`config.mk`:
```
export PLATFORM = sky130hd
export DESIGN_NAME = weighted_event_selector_flat
export DESIGN_NICKNAME = d
export VERILOG_FILES = /design/src/hdl/wes_pkg.sv /design/src/hdl/wes_if.sv /design/src/hdl/weighted_event_selector.sv /design/src/hdl/wes_cell.sv /design/src/flat_wrapper.sv
export SDC_FILE = /design/constraint.sdc
export NUM_CORES = 2
export LEC_CHECK = 0
export BUFFER_PORTS_ARGS = -buffer_cell sky130_fd_sc_hd__buf_4
export CAP_MARGIN = 0
export CORE_MARGIN = 2
export CORE_UTILIZATION = 47
export DETAILED_ROUTE_END_ITERATION = 6
export PLACE_DENSITY = 0.65
export SLEW_MARGIN = 20
export SYNTH_ARGS = -nofsm -noshare
export SYNTH_HDL_FRONTEND = slang
export SYNTH_SLANG_ARGS = --single-unit
export TNS_END_PERCENT = 50
```
`constraint.sdc`:
```
create_clock -name clk -period 10 [get_ports clk]
set_clock_uncertainty 0.1 [all_clocks]
set_input_delay 2 -clock clk [delete_from_list [all_inputs] [get_ports clk]]
set_output_delay 2 -clock clk [all_outputs]
set_load 0.1 [all_outputs]
```
`src/hdl/wes_pkg.sv`:
```
// Shared types, constants and helpers for the weighted event selector.
package wes_pkg;

  // Table geometry and field widths
  localparam int MAX_ENTRIES = 64;
  localparam int WEIGHT_BITS = 16;
  localparam int WEIGHT_W    = 16;
  localparam int SUM_W       = 22;
  localparam int INDEX_W     = 6;
  localparam int STATUS_W    = 2;

  // Weight bits actually used: the port carries at most 16
  localparam int WEIGHT_EFF  = (WEIGHT_BITS < WEIGHT_W) ? WEIGHT_BITS : WEIGHT_W;
  localparam logic [WEIGHT_W-1:0] WEIGHT_MASK =
    WEIGHT_W'((33'd1 << WEIGHT_EFF) - 33'd1);
  localparam logic [SUM_W-1:0] SUM_MAX = '1;

  // Each cell holds eight consecutive entries
  localparam int SLOT_W    = 3;
  localparam int SLOTS     = 1 << SLOT_W;
  localparam int NUM_CELLS = (MAX_ENTRIES + SLOTS - 1) / SLOTS;
  localparam int CELL_W    = (NUM_CELLS > 1) ? $clog2(NUM_CELLS) : 1;
  localparam int POS_W     = CELL_W + SLOT_W;
  localparam int COUNT_W   = $clog2(MAX_ENTRIES + 1);
  localparam int CMP_W     = (COUNT_W > POS_W) ? COUNT_W : POS_W;

  // Command and status codes
  localparam logic CMD_APPEND = 1'b0;
  localparam logic [STATUS_W-1:0] STATUS_FOUND   = 2'd0;
  localparam logic [STATUS_W-1:0] STATUS_CLAMPED = 2'd1;
  localparam logic [STATUS_W-1:0] STATUS_EMPTY   = 2'd2;

  typedef logic [SUM_W-1:0]   sum_t;
  typedef logic [COUNT_W-1:0] count_t;
  typedef logic [POS_W-1:0]   pos_t;
  typedef logic [CMP_W-1:0]   cmp_t;

  typedef struct packed {
    logic                command;
    logic                first;
    logic [WEIGHT_W-1:0] weight;
    logic [SUM_W-1:0]    draw;
  } item_t;

  typedef struct packed {
    logic [INDEX_W-1:0]  event_index;
    logic [STATUS_W-1:0] status;
  } result_t;

  // Search token walking down the cell chain
  typedef struct packed {
    logic valid;
    logic found;
    pos_t pos;
  } token_t;

  // Append write broadcast to all cells
  typedef struct packed {
    logic              en;
    logic [CELL_W-1:0] cell_sel;
    logic [SLOT_W-1:0] slot;
    sum_t              data;
  } wr_t;

  // Search operands, held steady while a token is in flight
  typedef struct packed {
    sum_t   draw;
    count_t count;
  } query_t;

  function automatic cmp_t pos_to_cmp(input pos_t p);
    return cmp_t'(p);
  endfunction

  function automatic cmp_t count_to_cmp(input count_t c);
    return cmp_t'(c);
  endfunction

  // Low INDEX_W bits of a table position, zero-extended if narrower
  function automatic logic [INDEX_W-1:0] fit_index(input cmp_t v);
    logic [CMP_W+INDEX_W-1:0] w;
    w = {{INDEX_W{1'b0}}, v};
    return w[INDEX_W-1:0];
  endfunction

endpackage

```
`src/hdl/wes_if.sv`:
```
// Valid/ready channel interfaces for input items and result words.
interface wes_item_if;
  import wes_pkg::*;
  logic  valid;
  logic  ready;
  item_t data;
  modport source (output valid, output data, input ready);
  modport sink   (input valid, input data, output ready);
endinterface

interface wes_result_if;
  import wes_pkg::*;
  logic    valid;
  logic    ready;
  result_t data;
  modport source (output valid, output data, input ready);
  modport sink   (input valid, input data, output ready);
endinterface

```
`src/hdl/weighted_event_selector.sv`:
```
// Append: no result word; the next item is taken on the following cycle.
// Select: the search token walks through NUM_CELLS cells of eight entries, one cell a cycle;
//   the result is registered in a hold state, then loaded onto the output word.
// Select on an empty table: no search, an EMPTY result word. One item is worked on at a time.
// Reset (synchronous): table empty, running total zero, no word pending; table
//   entries are not cleared and are only read below the entry count.
module weighted_event_selector (
  input  logic         clk,
  input  logic         rst,
  wes_item_if.sink     items,
  wes_result_if.source results
);
  import wes_pkg::*;

  typedef enum logic [1:0] {S_IDLE, S_BUSY, S_HOLD} state_t;

  state_t  state;
  count_t  entry_count;
  sum_t    running_total;
  logic    start_valid;
  query_t  query;
  result_t pend;
  result_t out_data;
  logic    out_valid;

  logic    item_acc;
  logic    launch;
  logic    load_out;
  count_t  base_count;
  sum_t    base_total;
  logic    full;
  logic [SUM_W:0] sum_wide;
  sum_t    new_total;
  cmp_t    base_pos;
  cmp_t    last_pos;
  wr_t     wr;
  token_t  tok [NUM_CELLS+1];

  assign items.ready   = (state == S_IDLE);
  assign item_acc      = items.valid && items.ready;
  assign results.valid = out_valid;
  assign results.data  = out_data;

  // Search start on a select into a non-empty table; output load from hold
  assign launch   = item_acc && (items.data.command != CMD_APPEND) &&
                    (entry_count != '0);
  assign load_out = (state == S_HOLD) && (!out_valid || results.ready);

  // Append datapath: new table or continue, saturating running sum
  always_comb begin
    base_count = items.data.first ? '0 : entry_count;
    base_total = items.data.first ? '0 : running_total;
    full       = (base_count >= count_t'(MAX_ENTRIES));
    sum_wide   = {1'b0, base_total} + (SUM_W+1)'(items.data.weight & WEIGHT_MASK);
    new_total  = sum_wide[SUM_W] ? SUM_MAX : sum_wide[SUM_W-1:0];
    base_pos   = count_to_cmp(base_count);
    last_pos   = count_to_cmp(entry_count) - cmp_t'(1);
  end

  assign wr.en       = item_acc && (items.data.command == CMD_APPEND) && !full;
  assign wr.cell_sel = base_pos[POS_W-1:SLOT_W];
  assign wr.slot     = base_pos[SLOT_W-1:0];
  assign wr.data     = new_total;

  // Cell chain
  assign tok[0] = '{valid: start_valid, found: 1'b0, pos: '0};

  for (genvar i = 0; i < NUM_CELLS; i++) begin : g_cell
    wes_cell u_cell (
      .clk     (clk),
      .rst     (rst),
      .cell_id (CELL_W'(i)),
      .wr      (wr),
      .query   (query),
      .tok_in  (tok[i]),
      .tok_out (tok[i+1])
    );
  end

  // Control: table state, search launch, result hold and output word
  always_ff @(posedge clk) begin
    if (rst) begin
      state         <= S_IDLE;
      entry_count   <= '0;
      running_total <= '0;
      start_valid   <= 1'b0;
      out_valid     <= 1'b0;
    end else begin
      start_valid <= launch;
      if (load_out) begin
        out_valid <= 1'b1;
      end else if (out_valid && results.ready) begin
        out_valid <= 1'b0;
      end
      unique case (state)
        S_IDLE: begin
          if (item_acc) begin
            if (items.data.command == CMD_APPEND) begin
              if (!full) begin
                entry_count   <= base_count + count_t'(1);
                running_total <= new_total;
              end
            end else if (entry_count == '0) begin
              pend  <= '{event_index: '0, status: STATUS_EMPTY};
              state <= S_HOLD;
            end else begin
              query.draw  <= items.data.draw;
              query.count <= entry_count;
              state       <= S_BUSY;
            end
          end
        end
        S_BUSY: begin
          if (tok[NUM_CELLS].valid) begin
            if (tok[NUM_CELLS].found) begin
              pend <= '{event_index: fit_index(pos_to_cmp(tok[NUM_CELLS].pos)),
                        status: STATUS_FOUND};
            end else begin
              pend <= '{event_index: fit_index(last_pos), status: STATUS_CLAMPED};
            end
            state <= S_HOLD;
          end
        end
        S_HOLD: begin
          if (load_out) begin
            out_data <= pend;
            state    <= S_IDLE;
          end
        end
        default: state <= S_IDLE;
      endcase
    end
  end

  // A token leaves the chain only while a search is in flight
  a_tail_busy: assert property (@(posedge clk) disable iff (rst)
    tok[NUM_CELLS].valid |-> (state == S_BUSY))
    else $error("search token left chain outside a search");

  // Entry count stays within capacity
  a_count_cap: assert property (@(posedge clk) disable iff (rst)
    entry_count <= count_t'(MAX_ENTRIES))
    else $error("entry count beyond capacity");

  // A found position lies inside the current table
  a_found_inside: assert property (@(posedge clk) disable iff (rst)
    (tok[NUM_CELLS].valid && tok[NUM_CELLS].found) |->
      (pos_to_cmp(tok[NUM_CELLS].pos) < count_to_cmp(entry_count)))
    else $error("found position outside table");

endmodule

```
`src/hdl/wes_cell.sv`:
```
// One chain cell: eight cumulative-sum entries and one stage of the search token.
module wes_cell (
  input  logic                      clk,
  input  logic                      rst,
  input  logic [wes_pkg::CELL_W-1:0] cell_id,
  input  wes_pkg::wr_t              wr,
  input  wes_pkg::query_t           query,
  input  wes_pkg::token_t           tok_in,
  output wes_pkg::token_t           tok_out
);
  import wes_pkg::*;

  sum_t              entry [SLOTS];
  logic [SLOTS-1:0]  hit;
  logic              hit_any;
  logic [SLOT_W-1:0] first_slot;

  // Entry write on append
  always_ff @(posedge clk) begin
    if (wr.en && (wr.cell_sel == cell_id)) begin
      entry[wr.slot] <= wr.data;
    end
  end

  // Per-slot test: entry is in the table and above the draw
  for (genvar j = 0; j < SLOTS; j++) begin : g_slot
    pos_t slot_pos;
    assign slot_pos = {cell_id, SLOT_W'(j)};
    assign hit[j]   = (pos_to_cmp(slot_pos) < count_to_cmp(query.count)) &&
                      (entry[j] > query.draw);
  end

  // Lowest hitting slot
  always_comb begin
    hit_any    = |hit;
    first_slot = '0;
    for (int j = SLOTS - 1; j >= 0; j--) begin
      if (hit[j]) begin
        first_slot = SLOT_W'(j);
      end
    end
  end

  // Token stage: first cell with a hit claims the position
  always_ff @(posedge clk) begin
    if (rst) begin
      tok_out.valid <= 1'b0;
    end else begin
      tok_out.valid <= tok_in.valid;
    end
    tok_out.found <= tok_in.found | hit_any;
    if (!tok_in.found && hit_any) begin
      tok_out.pos <= {cell_id, first_slot};
    end else begin
      tok_out.pos <= tok_in.pos;
    end
  end

endmodule
```
`src/flat_wrapper.sv`:
```
// flat-port wrapper written by rule: the top's interface ports become plain ports
module weighted_event_selector_flat import wes_pkg::*;
  (clk, rst, items_valid, items_data, items_ready, results_valid, results_data, results_ready);
  wes_item_if items_i ();
  wes_result_if results_i ();
  input  logic clk;
  input  logic rst;
  input wire logic [$bits(items_i.valid)-1:0] items_valid;
  input wire logic [$bits(items_i.data)-1:0] items_data;
  output wire logic [$bits(items_i.ready)-1:0] items_ready;
  output wire logic [$bits(results_i.valid)-1:0] results_valid;
  output wire logic [$bits(results_i.data)-1:0] results_data;
  input wire logic [$bits(results_i.ready)-1:0] results_ready;
  assign items_i.valid = items_valid;
  assign items_i.data = items_data;
  assign items_ready = items_i.ready;
  assign results_valid = results_i.valid;
  assign results_data = results_i.data;
  assign results_i.ready = results_ready;
  weighted_event_selector u_core (.clk(clk), .rst(rst), .items(items_i), .results(results_i));
endmodule
```
==> flow_metrics.tcl <==
set metrics [dict create \
    status "complete, no violations" \
    cts-htree-levels 4 \
    cts_hold_buf 0 \
    drive_gt1_frac 0.0859 \
    grt_pass1_wl_um 348000 \
    slew_headroom 0.184 \
    comb_power_share 0.049 \
    core-area_um2 170000 \
    swShare 0.227 \
    die_w_um 418 \
    initial_core_util 0.474 \
    period_needed_ps 6260 \
    layout.nets 7773 \
    end_kind "flip-flop" \
    drc_errors 0 \
    dieArea_um2 174000 \
    synth_ff_type "edfxtp_1" \
    hold_path.class "flip-flop to flip-flop" \
    antenna_found_initial 11 \
    final.period_utilization 0.626 \
    clk_path_buf_depth 3 \
    synth_edf_count 1453 \
    use_met1 0.357 \
    yosysSeqAreaShare 0.565 \
    use_met3 0.0430 \
    synth_cell_type_count 83 \
    dieHeight_um 418 \
    postRouteAntennaNets 0 \
    drv_cap 0 \
    grt_busiest_layer "met2" \
    cts-resized-gates 0 \
    finalMaxSlewViolations 0 \
    gp_congestion 0.872 \
    syn-num-nets 7490 \
    ir_drop_mv 0.178 \
    cp.required_ps 10410 \
    finalSetupTns_ps 0 \
    drtIter0Drc 5334 \
    io_buffer_count 53 \
    seqCellArea_um2 45400 \
    io_pins 54 \
    clkPwrFrac 0.428 \
    fin_util 0.530 \
    cp_max_fo 47 \
    areaGrowthSynthToFinish_pct 11.8 \
    groute.usage.overall 0.272 \
    worstPathArrival_ps 6670 \
    startpoint_type "input pin" \
    cts_tree "yes" \
    fmax_mhz 160 \
    p_seq_frac 0.523 \
    dr.pass1.iters 6 \
    rsz0062_at_grt "no" \
    grt_pass1_vias 53300 \
    nFillCells 13900 \
    grt_max_degree 65 \
    syn-instance-count 6019 \
    gr-total-overflow 0 \
    clock_latency_ps 820 \
    clkTransAtPathRegs_ps 60 \
    yosysWarnings 0 \
    setup_viol 0 \
    syn_area_um2 80400 \
    yosys_register_bits 1543 \
    power_mw 13.8 \
    grt.met2_usage 0.451 \
    hpwl_um 149000 \
    worstSetupPathType "input pin to flip-flop" \
    viasPerCell 6.27 \
    p_switching_mw 3.13 \
    internal_power_mw 10.6 \
    rows 151 \
    via_count 54200 \
    p_leak_nw 34.4 \
    syn_avg_cell_area_um2 13.4 \
    ctsRootBufferMaster "clkbuf_16" \
    multi_input_area_um2 34500 \
    wire_per_inst_um 27.7 \
    max_slew.worst_pin.slew_ps 1220 \
    numClockSinks 1543 \
    postCtsSetupRepairBufs 0 \
    hold_viol_final 0 \
    cts_made_buffers 164 \
    async_flop_share 0 \
    drt_wl_total_um 240000 \
    p_per_area_nw_per_um2 153 \
]
## routing by layer
metal  wire, um  part of all wire
met1      97900              0.41
met2     113000              0.47
met3      18500             0.077
met4      10800             0.045
met5          0                 0
## final cells by class
| cell class | count | area share |
|---|---|---|
| well taps | 2218 | 0.0309 |
| repair buffers | 168 | 0.0150 |
| clock buffers | 203 | 0.0492 |
| flip-flops and latches | 1543 | 0.505 |
| diodes | 4 | 0.000111 |
| clock inverters | 85 | 0.00702 |
| multi-input cells | 4234 | 0.384 |
| inverters | 191 | 0.00856 |
## per-stage QoR
| stage | worst slack [ps] | hold slack, ps | cell area, um2 | instances |
|---|---|---|---|---|
| finish | 3740 | 319 | 89900 | 8646 |
| global route | 3580 | 328 | 89900 | 8642 |
| CTS | 3910 | 329 | 89700 | 8640 |
| detailed placement | 3080 | 315 | 84700 | 8352 |
| global placement | 3040 | 303 | 84600 | 8352 |
| floorplan | 1980 | 286 | 80400 | 6019 |
## Yosys cell counts, drive strengths merged (11+ instances only)
| master | instances | area share |
|---|---|---|
| a221oi | 41 | 0.0046 |
| a211oi | 46 | 0.0043 |
| a21o | 131 | 0.012 |
| or2 | 33 | 0.0026 |
| and4 | 75 | 0.0082 |
| o21bai | 12 | 0.0011 |
| nor2 | 257 | 0.012 |
| a21oi | 575 | 0.036 |
| dfxtp | 90 | 0.022 |
| a21boi | 69 | 0.0064 |
| or3 | 18 | 0.0014 |
| nand3b | 11 | 0.0010 |
| and3 | 29 | 0.0023 |
| and2 | 19 | 0.0015 |
| a31oi | 31 | 0.0024 |
| nor4bb | 15 | 0.0019 |
| edfxtp | 1453 | 0.54 |
| nand2b | 69 | 0.0054 |
| a41oi | 17 | 0.0019 |
| clkbuf | 40 | 0.0019 |
| nor4 | 30 | 0.0023 |
| nand4 | 187 | 0.015 |
| nor2b | 54 | 0.0042 |
| buf | 11 | 0.00072 |
| inv | 191 | 0.0089 |
| o311ai | 16 | 0.0017 |
| nand2 | 346 | 0.016 |
| o31ai | 48 | 0.0045 |
| a311oi | 11 | 0.0012 |
| o21ai | 173 | 0.011 |
| o211ai | 30 | 0.0028 |
| nor3 | 92 | 0.0057 |
| ha | 1426 | 0.22 |
| a2111oi | 12 | 0.0014 |
| nand3 | 186 | 0.012 |
| o21a | 41 | 0.0038 |
| o31a | 13 | 0.0014 |
## cell usage in the layout (no fill, tap or decap), types with 21 or more instances in the layout
master | netlist | final
nor2_2 | 0 | 33
o211ai_1 | 30 | 30
ha_1 | 1426 | 1426
nor4_1 | 30 | 30
and4_1 | 75 | 75
dfxtp_1 | 90 | 90
o31ai_1 | 48 | 48
nand4_1 | 187 | 187
nor3_1 | 92 | 91
o21ai_0 | 167 | 163
inv_4 | 0 | 21
buf_4 | 0 | 160
clkbuf_16 | 0 | 170
clkbuf_1 | 40 | 29
nor2_4 | 0 | 28
nand2b_1 | 69 | 68
a221oi_1 | 39 | 39
nand3_1 | 186 | 185
clkinv_2 | 0 | 39
inv_1 | 191 | 170
a21boi_0 | 66 | 66
and3_1 | 29 | 29
o21a_1 | 41 | 41
nand2_1 | 346 | 341
nor2b_1 | 54 | 53
a21oi_1 | 574 | 573
a211oi_1 | 46 | 45
a31oi_1 | 31 | 31
edfxtp_1 | 1453 | 1453
clkinv_1 | 0 | 28
nor2_1 | 257 | 196
a21o_1 | 131 | 131
## power groups by stage
stage	clock (mW)	combinational, mW	sequential [mW]
after floorplan	0	0.275	7.34
after global placement	0	0.648	7.34
after detailed placement	0	0.662	7.34
after CTS	5.93	0.666	7.20
after global routing	6.17	0.710	7.20
final	5.89	0.681	7.20
## state kept, by name, summed over array words and instances, names as in the netlist
register,count
u_core.results.valid,1
u_core.state,2
u_core.running_total,22
u_core.g_cell.u_cell.entry,1408
u_core.start_valid,1
u_core.pend,8
u_core.results.data,8
u_core.query,29
u_core.entry_count,7
u_core.g_cell.u_cell.tok_out,57
## worst max-delay path, cell delays in order
cell     delay [ps]
buf_4           270
inv_1           310
nand2_1         150
fa_1            440
nor2b_1         120
o21ai_0         100
a21oi_1         490
o31a_1          230
o221a_2         300
o21a_1          710
or2_4           710
buf_4           680
## path summary, 6_finish.rpt
check,cells after the start,end,slack [ps],from
max,12,u_core.g_cell[1].u_cell.entry[2][9],3740,items_data[38]
min,1,u_core.g_cell[5].u_cell.tok_out[3],320,u_core.g_cell[4].u_cell.tok_out[3]
max reg2reg,12,u_core.g_cell[1].u_cell.entry[2][9],5040,u_core.running_total[0]
min reg2reg,1,u_core.g_cell[5].u_cell.tok_out[3],320,u_core.g_cell[4].u_cell.tok_out[3]
## logic make-up after synthesis
family / count (synthesis) / share of synthesized area
compound gates: 1341 / 0.105
simple gates: 1439 / 0.0926
xor+xnor: 17 / 0.00185
mux: 10 / 0.00137
buf+inv: 242 / 0.0115
fa+ha+maj: 1427 / 0.222
flops: 1543 / 0.565
(Power assumes the default switching activity.)
